[src/hdl/slcd_pkg.sv]
// ----------------------------------------------------------------------------
// slcd_pkg
// shared types, command codes and glyph encoding for the segment lcd writer
// ----------------------------------------------------------------------------
`timescale 1ns / 1ps

package slcd_pkg;

   localparam int NUMBER_WIDTH = 21;
   localparam int BCD_DIGITS   = 7;
   localparam int COUNT_WIDTH  = $clog2(NUMBER_WIDTH + 1);
   localparam int POINT_PLACES = 3;

   typedef enum logic [1:0] {
      CMD_DISPLAY = 2'd0,
      CMD_DIGIT   = 2'd1,
      CMD_SET_SYM = 2'd2,
      CMD_CLR_SYM = 2'd3
   } cmd_type;

   localparam logic [4:0] GLYPH_MINUS = 5'd16;
   localparam logic [4:0] GLYPH_BLANK = 5'd31;
   localparam logic [7:0] SYM_MASK    = 8'h10;

   typedef logic [BCD_DIGITS-1:0][3:0] bcd_type;

   // glyph segments a..g in bits 0..6
   function automatic logic [6:0] glyph(input logic [4:0] code);
      logic [6:0] g;
      case (code)
         5'd0:    g = 7'h3F;
         5'd1:    g = 7'h06;
         5'd2:    g = 7'h5B;
         5'd3:    g = 7'h4F;
         5'd4:    g = 7'h66;
         5'd5:    g = 7'h6D;
         5'd6:    g = 7'h7D;
         5'd7:    g = 7'h07;
         5'd8:    g = 7'h7F;
         5'd9:    g = 7'h6F;
         5'd10:   g = 7'h77;
         5'd11:   g = 7'h7C;
         5'd12:   g = 7'h39;
         5'd13:   g = 7'h5E;
         5'd14:   g = 7'h79;
         5'd15:   g = 7'h71;
         5'd16:   g = 7'h40;
         default: g = 7'h00;
      endcase
      return g;
   endfunction

   // segments a..g land on cell bits 7,6,5,0,1,3,2; symbol on bit 4
   function automatic logic [7:0] seg_byte(input logic [4:0] code, input logic sym);
      logic [6:0] g;
      g = glyph(code);
      return {g[0], g[1], g[2], sym, g[5], g[6], g[4], g[3]};
   endfunction

endpackage

[src/hdl/segment_lcd_number_writer.sv]
// ----------------------------------------------------------------------------
// segment_lcd_number_writer
// segment lcd memory with digit, symbol and decimal number commands
// ----------------------------------------------------------------------------
// Holds DIGIT_COUNT lcd cell bytes (cleared by reset) and runs one request at
// a time. Set digit, set symbol and clear symbol give one response for a
// valid position, none otherwise. Display number converts the magnitude to
// bcd one bit per cycle in the serial converter, then writes and returns
// every cell in order 0 up. tlast marks the final response of a request.
`timescale 1ns / 1ps

module segment_lcd_number_writer
   import slcd_pkg::*;
#(
   parameter int DIGIT_COUNT = 6
) (
   input  logic        clock,
   input  logic        reset,
   input  logic        req_tvalid,
   output logic        req_tready,
   // cmd, number, point_position, position, digit_value, zero pad
   input  logic [39:0] req_tdata,
   output logic        rsp_tvalid,
   input  logic        rsp_tready,
   // cell_index, cell_byte, zero pad
   output logic [15:0] rsp_tdata,
   output logic        rsp_tlast
);

   localparam int CELL_W = (DIGIT_COUNT > 1) ? $clog2(DIGIT_COUNT) : 1;

   typedef enum logic [2:0] {
      S_IDLE,
      S_CONV,
      S_COUNT,
      S_CELL,
      S_OUT
   } state_type;

   state_type                state_ff;
   logic [7:0]               lcd_cells_ff [DIGIT_COUNT];
   logic [CELL_W-1:0]        cell_ff;
   logic                     neg_ff;
   logic [2:0]               point_ff;
   logic [3:0]               ndig_ff;
   logic [3:0]               ndig_in;
   logic                     rsp_valid_ff;
   logic                     rsp_last_ff;
   logic [2:0]               rsp_index_ff;
   logic [7:0]               rsp_byte_ff;

   cmd_type                  req_cmd;
   logic [NUMBER_WIDTH-1:0]  req_number;
   logic [2:0]               req_point;
   logic [2:0]               req_position;
   logic [4:0]               req_digit;
   logic                     accept;
   logic [NUMBER_WIDTH-1:0]  magnitude;
   logic                     conv_done;
   bcd_type                  bcd;

   logic                     pos_ok;
   logic [CELL_W-1:0]        cell_sel;
   logic [CELL_W-1:0]        rd_cell;
   logic [7:0]               old_byte;
   logic [7:0]               single_byte;
   logic [3:0]               place;
   logic [4:0]               disp_code;
   logic                     disp_sym;
   logic [7:0]               disp_byte;

   assign req_cmd      = cmd_type'(req_tdata[1:0]);
   assign req_number   = req_tdata[22:2];
   assign req_point    = req_tdata[25:23];
   assign req_position = req_tdata[28:26];
   assign req_digit    = req_tdata[33:29];

   assign req_tready = (state_ff == S_IDLE);
   assign accept     = req_tvalid && req_tready;
   assign magnitude  = req_number[NUMBER_WIDTH-1] ? -req_number : req_number;

   slcd_bin2bcd u_bin2bcd (
      .clock (clock),
      .reset (reset),
      .start (accept && (req_cmd == CMD_DISPLAY)),
      .bin   (magnitude),
      .done  (conv_done),
      .bcd   (bcd)
   );

   // significant digit count, at least one
   always_comb begin
      ndig_in = 4'd1;
      for (int i = 1; i < BCD_DIGITS; i++) begin
         if (bcd[i] != 4'd0) begin
            ndig_in = 4'(i + 1);
         end
      end
   end

   always_comb begin
      pos_ok   = {1'b0, req_position} < 4'(DIGIT_COUNT);
      cell_sel = (req_cmd == CMD_DIGIT) ?
                 CELL_W'(DIGIT_COUNT - 1) - req_position[CELL_W-1:0] :
                 req_position[CELL_W-1:0];
      rd_cell  = (state_ff == S_IDLE) ? cell_sel : cell_ff;
      old_byte = lcd_cells_ff[rd_cell];
      case (req_cmd)
         CMD_DIGIT:   single_byte = seg_byte(req_digit, old_byte[4]);
         CMD_SET_SYM: single_byte = old_byte | SYM_MASK;
         CMD_CLR_SYM: single_byte = old_byte & ~SYM_MASK;
         default:     single_byte = old_byte;
      endcase

      place = 4'(DIGIT_COUNT - 1) - 4'(cell_ff);
      if (place < ndig_ff) begin
         disp_code = {1'b0, bcd[place[2:0]]};
      end else if (neg_ff && (place == ndig_ff)) begin
         disp_code = GLYPH_MINUS;
      end else begin
         disp_code = GLYPH_BLANK;
      end
      if (place < 4'(POINT_PLACES)) begin
         disp_sym = ({1'b0, point_ff} == place + 4'd1);
      end else begin
         disp_sym = old_byte[4];
      end
      disp_byte = seg_byte(disp_code, disp_sym);
   end

   always_ff @(posedge clock) begin
      if (reset) begin
         state_ff     <= S_IDLE;
         rsp_valid_ff <= 1'b0;
         rsp_last_ff  <= 1'b0;
         cell_ff      <= '0;
         for (int i = 0; i < DIGIT_COUNT; i++) begin
            lcd_cells_ff[i] <= 8'h00;
         end
      end else begin
         case (state_ff)
            S_IDLE: begin
               if (accept) begin
                  if (req_cmd == CMD_DISPLAY) begin
                     neg_ff   <= req_number[NUMBER_WIDTH-1];
                     point_ff <= req_point;
                     state_ff <= S_CONV;
                  end else if (pos_ok) begin
                     lcd_cells_ff[cell_sel] <= single_byte;
                     rsp_valid_ff <= 1'b1;
                     rsp_last_ff  <= 1'b1;
                     rsp_index_ff <= 3'(cell_sel);
                     rsp_byte_ff  <= single_byte;
                     state_ff     <= S_OUT;
                  end
               end
            end
            S_CONV: begin
               if (conv_done) begin
                  state_ff <= S_COUNT;
               end
            end
            S_COUNT: begin
               ndig_ff  <= ndig_in;
               cell_ff  <= '0;
               state_ff <= S_CELL;
            end
            S_CELL: begin
               lcd_cells_ff[cell_ff] <= disp_byte;
               rsp_valid_ff <= 1'b1;
               rsp_last_ff  <= (cell_ff == CELL_W'(DIGIT_COUNT - 1));
               rsp_index_ff <= 3'(cell_ff);
               rsp_byte_ff  <= disp_byte;
               state_ff     <= S_OUT;
            end
            S_OUT: begin
               if (rsp_tready) begin
                  rsp_valid_ff <= 1'b0;
                  if (rsp_last_ff) begin
                     state_ff <= S_IDLE;
                  end else begin
                     cell_ff  <= cell_ff + 1'b1;
                     state_ff <= S_CELL;
                  end
               end
            end
            default: state_ff <= S_IDLE;
         endcase
      end
   end

   assign rsp_tvalid = rsp_valid_ff;
   assign rsp_tlast  = rsp_last_ff;
   assign rsp_tdata  = {5'd0, rsp_byte_ff, rsp_index_ff};

endmodule

[src/hdl/slcd_bin2bcd.sv]
// ----------------------------------------------------------------------------
// slcd_bin2bcd
// bit-serial binary to bcd converter, shift-and-add-3, one bit per cycle
// ----------------------------------------------------------------------------
`timescale 1ns / 1ps

module slcd_bin2bcd
   import slcd_pkg::*;
(
   input  logic                    clock,
   input  logic                    reset,
   input  logic                    start,
   input  logic [NUMBER_WIDTH-1:0] bin,
   output logic                    done,
   output bcd_type                 bcd
);

   logic [NUMBER_WIDTH-1:0] bin_ff;
   bcd_type                 bcd_ff;
   bcd_type                 bcd_in;
   logic [COUNT_WIDTH-1:0]  count_ff;
   logic                    busy_ff;
   logic                    done_ff;
   bcd_type                 adj;

   always_comb begin
      for (int i = 0; i < BCD_DIGITS; i++) begin
         adj[i] = (bcd_ff[i] >= 4'd5) ? bcd_ff[i] + 4'd3 : bcd_ff[i];
      end
      bcd_in = bcd_type'({adj, bin_ff[NUMBER_WIDTH-1]});
   end

   always_ff @(posedge clock) begin
      if (reset) begin
         busy_ff  <= 1'b0;
         done_ff  <= 1'b0;
         count_ff <= '0;
      end else begin
         done_ff <= 1'b0;
         if (start) begin
            busy_ff  <= 1'b1;
            count_ff <= COUNT_WIDTH'(NUMBER_WIDTH);
            bin_ff   <= bin;
            bcd_ff   <= '0;
         end else if (busy_ff) begin
            bcd_ff   <= bcd_in;
            bin_ff   <= {bin_ff[NUMBER_WIDTH-2:0], 1'b0};
            count_ff <= count_ff - 1'b1;
            if (count_ff == COUNT_WIDTH'(1)) begin
               busy_ff <= 1'b0;
               done_ff <= 1'b1;
            end
         end
      end
   end

   assign done = done_ff;
   assign bcd  = bcd_ff;

endmodule
[config.mk]
export PLATFORM = sky130hd
export DESIGN_NAME = segment_lcd_number_writer
export DESIGN_NICKNAME = d
export VERILOG_FILES = /design/src/hdl/slcd_pkg.sv /design/src/hdl/segment_lcd_number_writer.sv /design/src/hdl/slcd_bin2bcd.sv
export SDC_FILE = /design/constraint.sdc
export NUM_CORES = 1
export LEC_CHECK = 0
export ABC_AREA = 1
export BUFFER_PORTS_ARGS = -buffer_cell sky130_fd_sc_hd__buf_2
export CORE_MARGIN = 8
export CORE_UTILIZATION = 30
export DETAILED_ROUTE_END_ITERATION = 16
export PLACE_DENSITY_LB_ADDON = 0.25
export SLEW_MARGIN = 20
export SYNTH_ARGS = -nofsm -noshare
export SYNTH_HDL_FRONTEND = slang
export SYNTH_SLANG_ARGS = --single-unit
[constraint.sdc]
create_clock -name clock -period 9.9 [get_ports clock]
set_input_delay 0.99 -clock clock [delete_from_list [all_inputs] [get_ports clock]]
set_output_delay 0.99 -clock clock [all_outputs]
set_load 0.005 [all_outputs]
==> reports/metrics.yaml <==
r2r_end: "lcd_cells_ff[7][2]"
hp-start: "rsp_tvalid"
switching_share_pct: 42.0
critPathArrivalTime_ns: 4.13
dr_total_vias: 7198
max_freq_mhz: 252
post-route-period-util_pct: 40.0
cp.required_ns: 10.07
whs_ns: 0.472
synthArstFlopShare_pct: 0
period_minus_slack_ns: 3.96
grt_pass1_wl_um: 36800
setup_tns_ns: 0
clk_latency_ns: 0.43
layout-drive-gt1-share_pct: 13.8
cts.sinks: 146
setup_viol: 0
clock_path_buffers: 2
rows: 63
slowest_stage: "dfxtp_1"
peakVddDrop_mv: 0.158
path_class: "flop to flop"
whs_path_depth: 2
r2r-start: "cell_ff[1]"
worstPathMaxFanout: 18
rsz0062_at_grt: "no"
cts.reportedPaths.clkPinSlew_ns: 0.07
internal-power_mw: 1.41
core_mm2: 0.0295
ys_ff_latch: 146
antenna_found_initial: 3
synth_edf_count: 131
power.switching_mw: 1.02
synth.distinct_cells: 47
drc: 0
area_growth_pct: 13.4
hpwl_um: 16100
initial_core_util_pct: 30.3
place.gp.congestion: 0.816
ys_seq_area_share_pct: 47.4
slew_headroom_pct: 35.2
wl_per_cell_um: 15.0
die_w_um: 189
cts-buffers-inserted: 17
seq_power_share_pct: 34.1
avgSynthCellArea_um2: 8.36
nets: 1198
crit_chain: "inv_2 -> ha_1 -> ha_1 -> a21oi_4 -> nand3_1 -> nand2_1 -> inv_1 -> nand2_1 -> nand3_1 -> nand2_1 -> nand2_1 -> nand2_2 -> nand2_1"
ys_warn_count: 0
cpLargestDelayFamily: "simple AND/OR/NAND/NOR gates"
p_leak_nw: 4.31
synthCells: 1070
hold_path_class: "flop to flop"
wirelength_um: 22800
cts_hold_buf: 0
antenna_cells: 0
drtIter0Drc: 422
port_buffers: 51
first_pass_iters: 6
finalHoldViolCount: 0
hold_path_end: "rsp_tvalid"
grt_usage_pct: 12.9
p_comb_share_pct: 39.3
ant_nets: 0
p_per_area_mw_per_mm2: 240
clockPowerShare_pct: 26.6
ctsHtreeMaxLevel: 4
status: "complete, no violations"
critPathBufInv: 2
grt_pass1_vias: 6925
endpoint_kind: "flop"
dieArea_mm2: 0.0356
syn-cell-area_mm2: 0.00894
post_cts_resized: 0
root_buffer: "clkbuf_16"
clock_skew_ns: 0.0125
cts_setup_buffers: 0
max_stage_delay_ns: 0.78
drv_slew: 0
fillCellCount: 3094
tightest_slew_ns: 0.969
grt-ovfl-total: 0
r2r_slack_ns: 5.94
cp_common_cell: "nand2_1"
cts_tree: "built"
die_h_um: 189
viasPerCell: 4.73
grt_max_degree: 50
cap_violations: 0
ys.flop_type: "edfxtp_1"
io_pins: 63
start_kind: "flop"
ff2ff_path_depth: 13
==> cell usage in the layout, fill, tap and decap left out, types with 5 or more instances in the layout <==
cell type    n
buf_2       51
conb_1       5
a211oi_1     9
nand3_1    107
o21ai_0     59
nand2_2     14
ha_1        36
buf_4        6
inv_2       16
clkbuf_16   17
dfxtp_1     15
nand4_1      9
nand3_2      5
nor2_1      70
nor3_1      18
or2_2       11
edfxtp_1   131
inv_1      143
inv_8        6
a31oi_1      5
a21oi_1     78
nand2_1    244
xor2_1      17
xnor2_1      8
==> power by group through the flow <==
stage | clock (mW) | combinational [mW] | sequential (mW)
final | 0.647 | 0.958 | 0.830
after global placement | 0 | 0.960 | 0.843
after CTS | 0.657 | 0.970 | 0.831
after global routing | 0.681 | 1.09 | 0.839
after floorplan | 0 | 0.730 | 0.833
after detailed placement | 0 | 0.965 | 0.844
==> cell usage after synthesis, types with 2 or more instances <==
cell type / n / area share [%]
inv_2: 16 / 0.67
o21ai_0: 59 / 3.3
a211oi_1: 9 / 0.76
o31ai_1: 4 / 0.34
o21ai_4: 2 / 0.36
nor2_2: 4 / 0.28
nand3_2: 5 / 0.56
a21oi_1: 78 / 4.4
edfxtp_1: 131 / 44
buf_4: 11 / 0.92
clkbuf_1: 10 / 0.42
nor3_1: 18 / 1.0
nand2_1: 244 / 10
buf_6: 5 / 0.63
nor2_1: 71 / 3.0
ha_1: 36 / 5.0
xnor2_1: 8 / 0.78
nand3_1: 107 / 6.0
o21ai_1: 3 / 0.17
o21ai_2: 3 / 0.29
dfxtp_1: 15 / 3.4
nand2_2: 14 / 0.98
a31oi_1: 5 / 0.35
nand2_4: 2 / 0.25
or2_2: 11 / 0.77
nand4_2: 2 / 0.28
xor2_1: 17 / 1.7
nor2_4: 2 / 0.25
o211ai_1: 4 / 0.34
o21a_1: 2 / 0.17
nand3b_1: 2 / 0.17
inv_1: 143 / 6.0
buf_2: 5 / 0.28
nand4_1: 9 / 0.63
==> worst reg2reg max path: stages (launching register included) <==
cell	delay, ns
dfxtp_1	0.78
inv_2	0.26
ha_1	0.47
ha_1	0.37
a21oi_4	0.44
nand3_1	0.26
nand2_1	0.33
inv_1	0.18
nand2_1	0.11
nand3_1	0.07
nand2_1	0.08
nand2_1	0.09
nand2_2	0.17
nand2_1	0.11
==> worst max path at each step <==
stage | start | endpoint | cells past startpoint
floorplan | req_tdata[0] | u_bin2bcd.bcd[0] | 5
finish | cell_ff[1] | lcd_cells_ff[7][2] | 13
global route | cell_ff[1] | lcd_cells_ff[7][2] | 13
CTS | cell_ff[1] | lcd_cells_ff[5][7] | 16
detailed placement | cell_ff[1] | lcd_cells_ff[5][7] | 16
global placement | cell_ff[1] | lcd_cells_ff[5][7] | 16
==> cells by family (layout without fill, tap and decap cells) <==
| group | Yosys count | in the layout | synth area share (%) |
|---|---|---|---|
| buffers and inverters | 191 | 248 | 8.97 |
| AOI/OAI and AO/OA | 174 | 174 | 11.0 |
| adders and majority gates | 36 | 36 | 5.04 |
| other | 1 | 5 | 0.0419 |
| DFF | 146 | 146 | 47.4 |
| xor gates and xnor gates | 25 | 25 | 2.45 |
| and+or+nand+nor | 497 | 497 | 25.1 |
==> final cells by class <==
class	instances	area, um^2	area share (%)
Tap cell	390	488	4.81
Sequential cell	146	4230	41.8
Multi-Input combinational cell	737	3930	38.7
Timing Repair Buffer	57	300	2.96
Clock inverter	15	166	1.64
Clock buffer	17	425	4.20
Inverter	159	597	5.89
==> registers in the layout, summed over array words and instances (netlist names) <==
signal	count
u_bin2bcd.bcd	28
rsp_tlast	1
rsp_byte_ff	8
point_ff	3
cell_ff	3
state_ff	3
lcd_cells_ff	64
u_bin2bcd.count_ff	5
u_bin2bcd.busy_ff	1
rsp_tvalid	1
neg_ff	1
u_bin2bcd.done	1
rsp_index_ff	3
u_bin2bcd.bin_ff	21
ndig_ff	3
==> stage by stage <==
stage | area, um^2 | instances | setup WS, ns | utilization [%] | power (mW)
3_3_place_gp | 9550 | 1489 | 5.93 | 32.4 | 1.80
3_5_place_dp | 9550 | 1489 | 5.92 | 32.4 | 1.81
6_report | 10100 | 1521 | 5.94 | 34.4 | 2.43
5_1_grt | 10100 | 1521 | 5.58 | 34.4 | 2.61
4_1_cts | 10100 | 1521 | 5.92 | 34.4 | 2.46
2_1_floorplan | 8960 | 1074 | 5.84 | - | 1.56
==> routing by layer <==
layer  GRT usage, %  up-vias  wire [um]
met4           3.82        6        453
met5              0        -         39
met2           20.4      149      10300
met3           3.96       32       1200
met1           16.8     3341      10900
li1               -     3670          -
No activity file was read; power rests on OpenSTA's default activity.
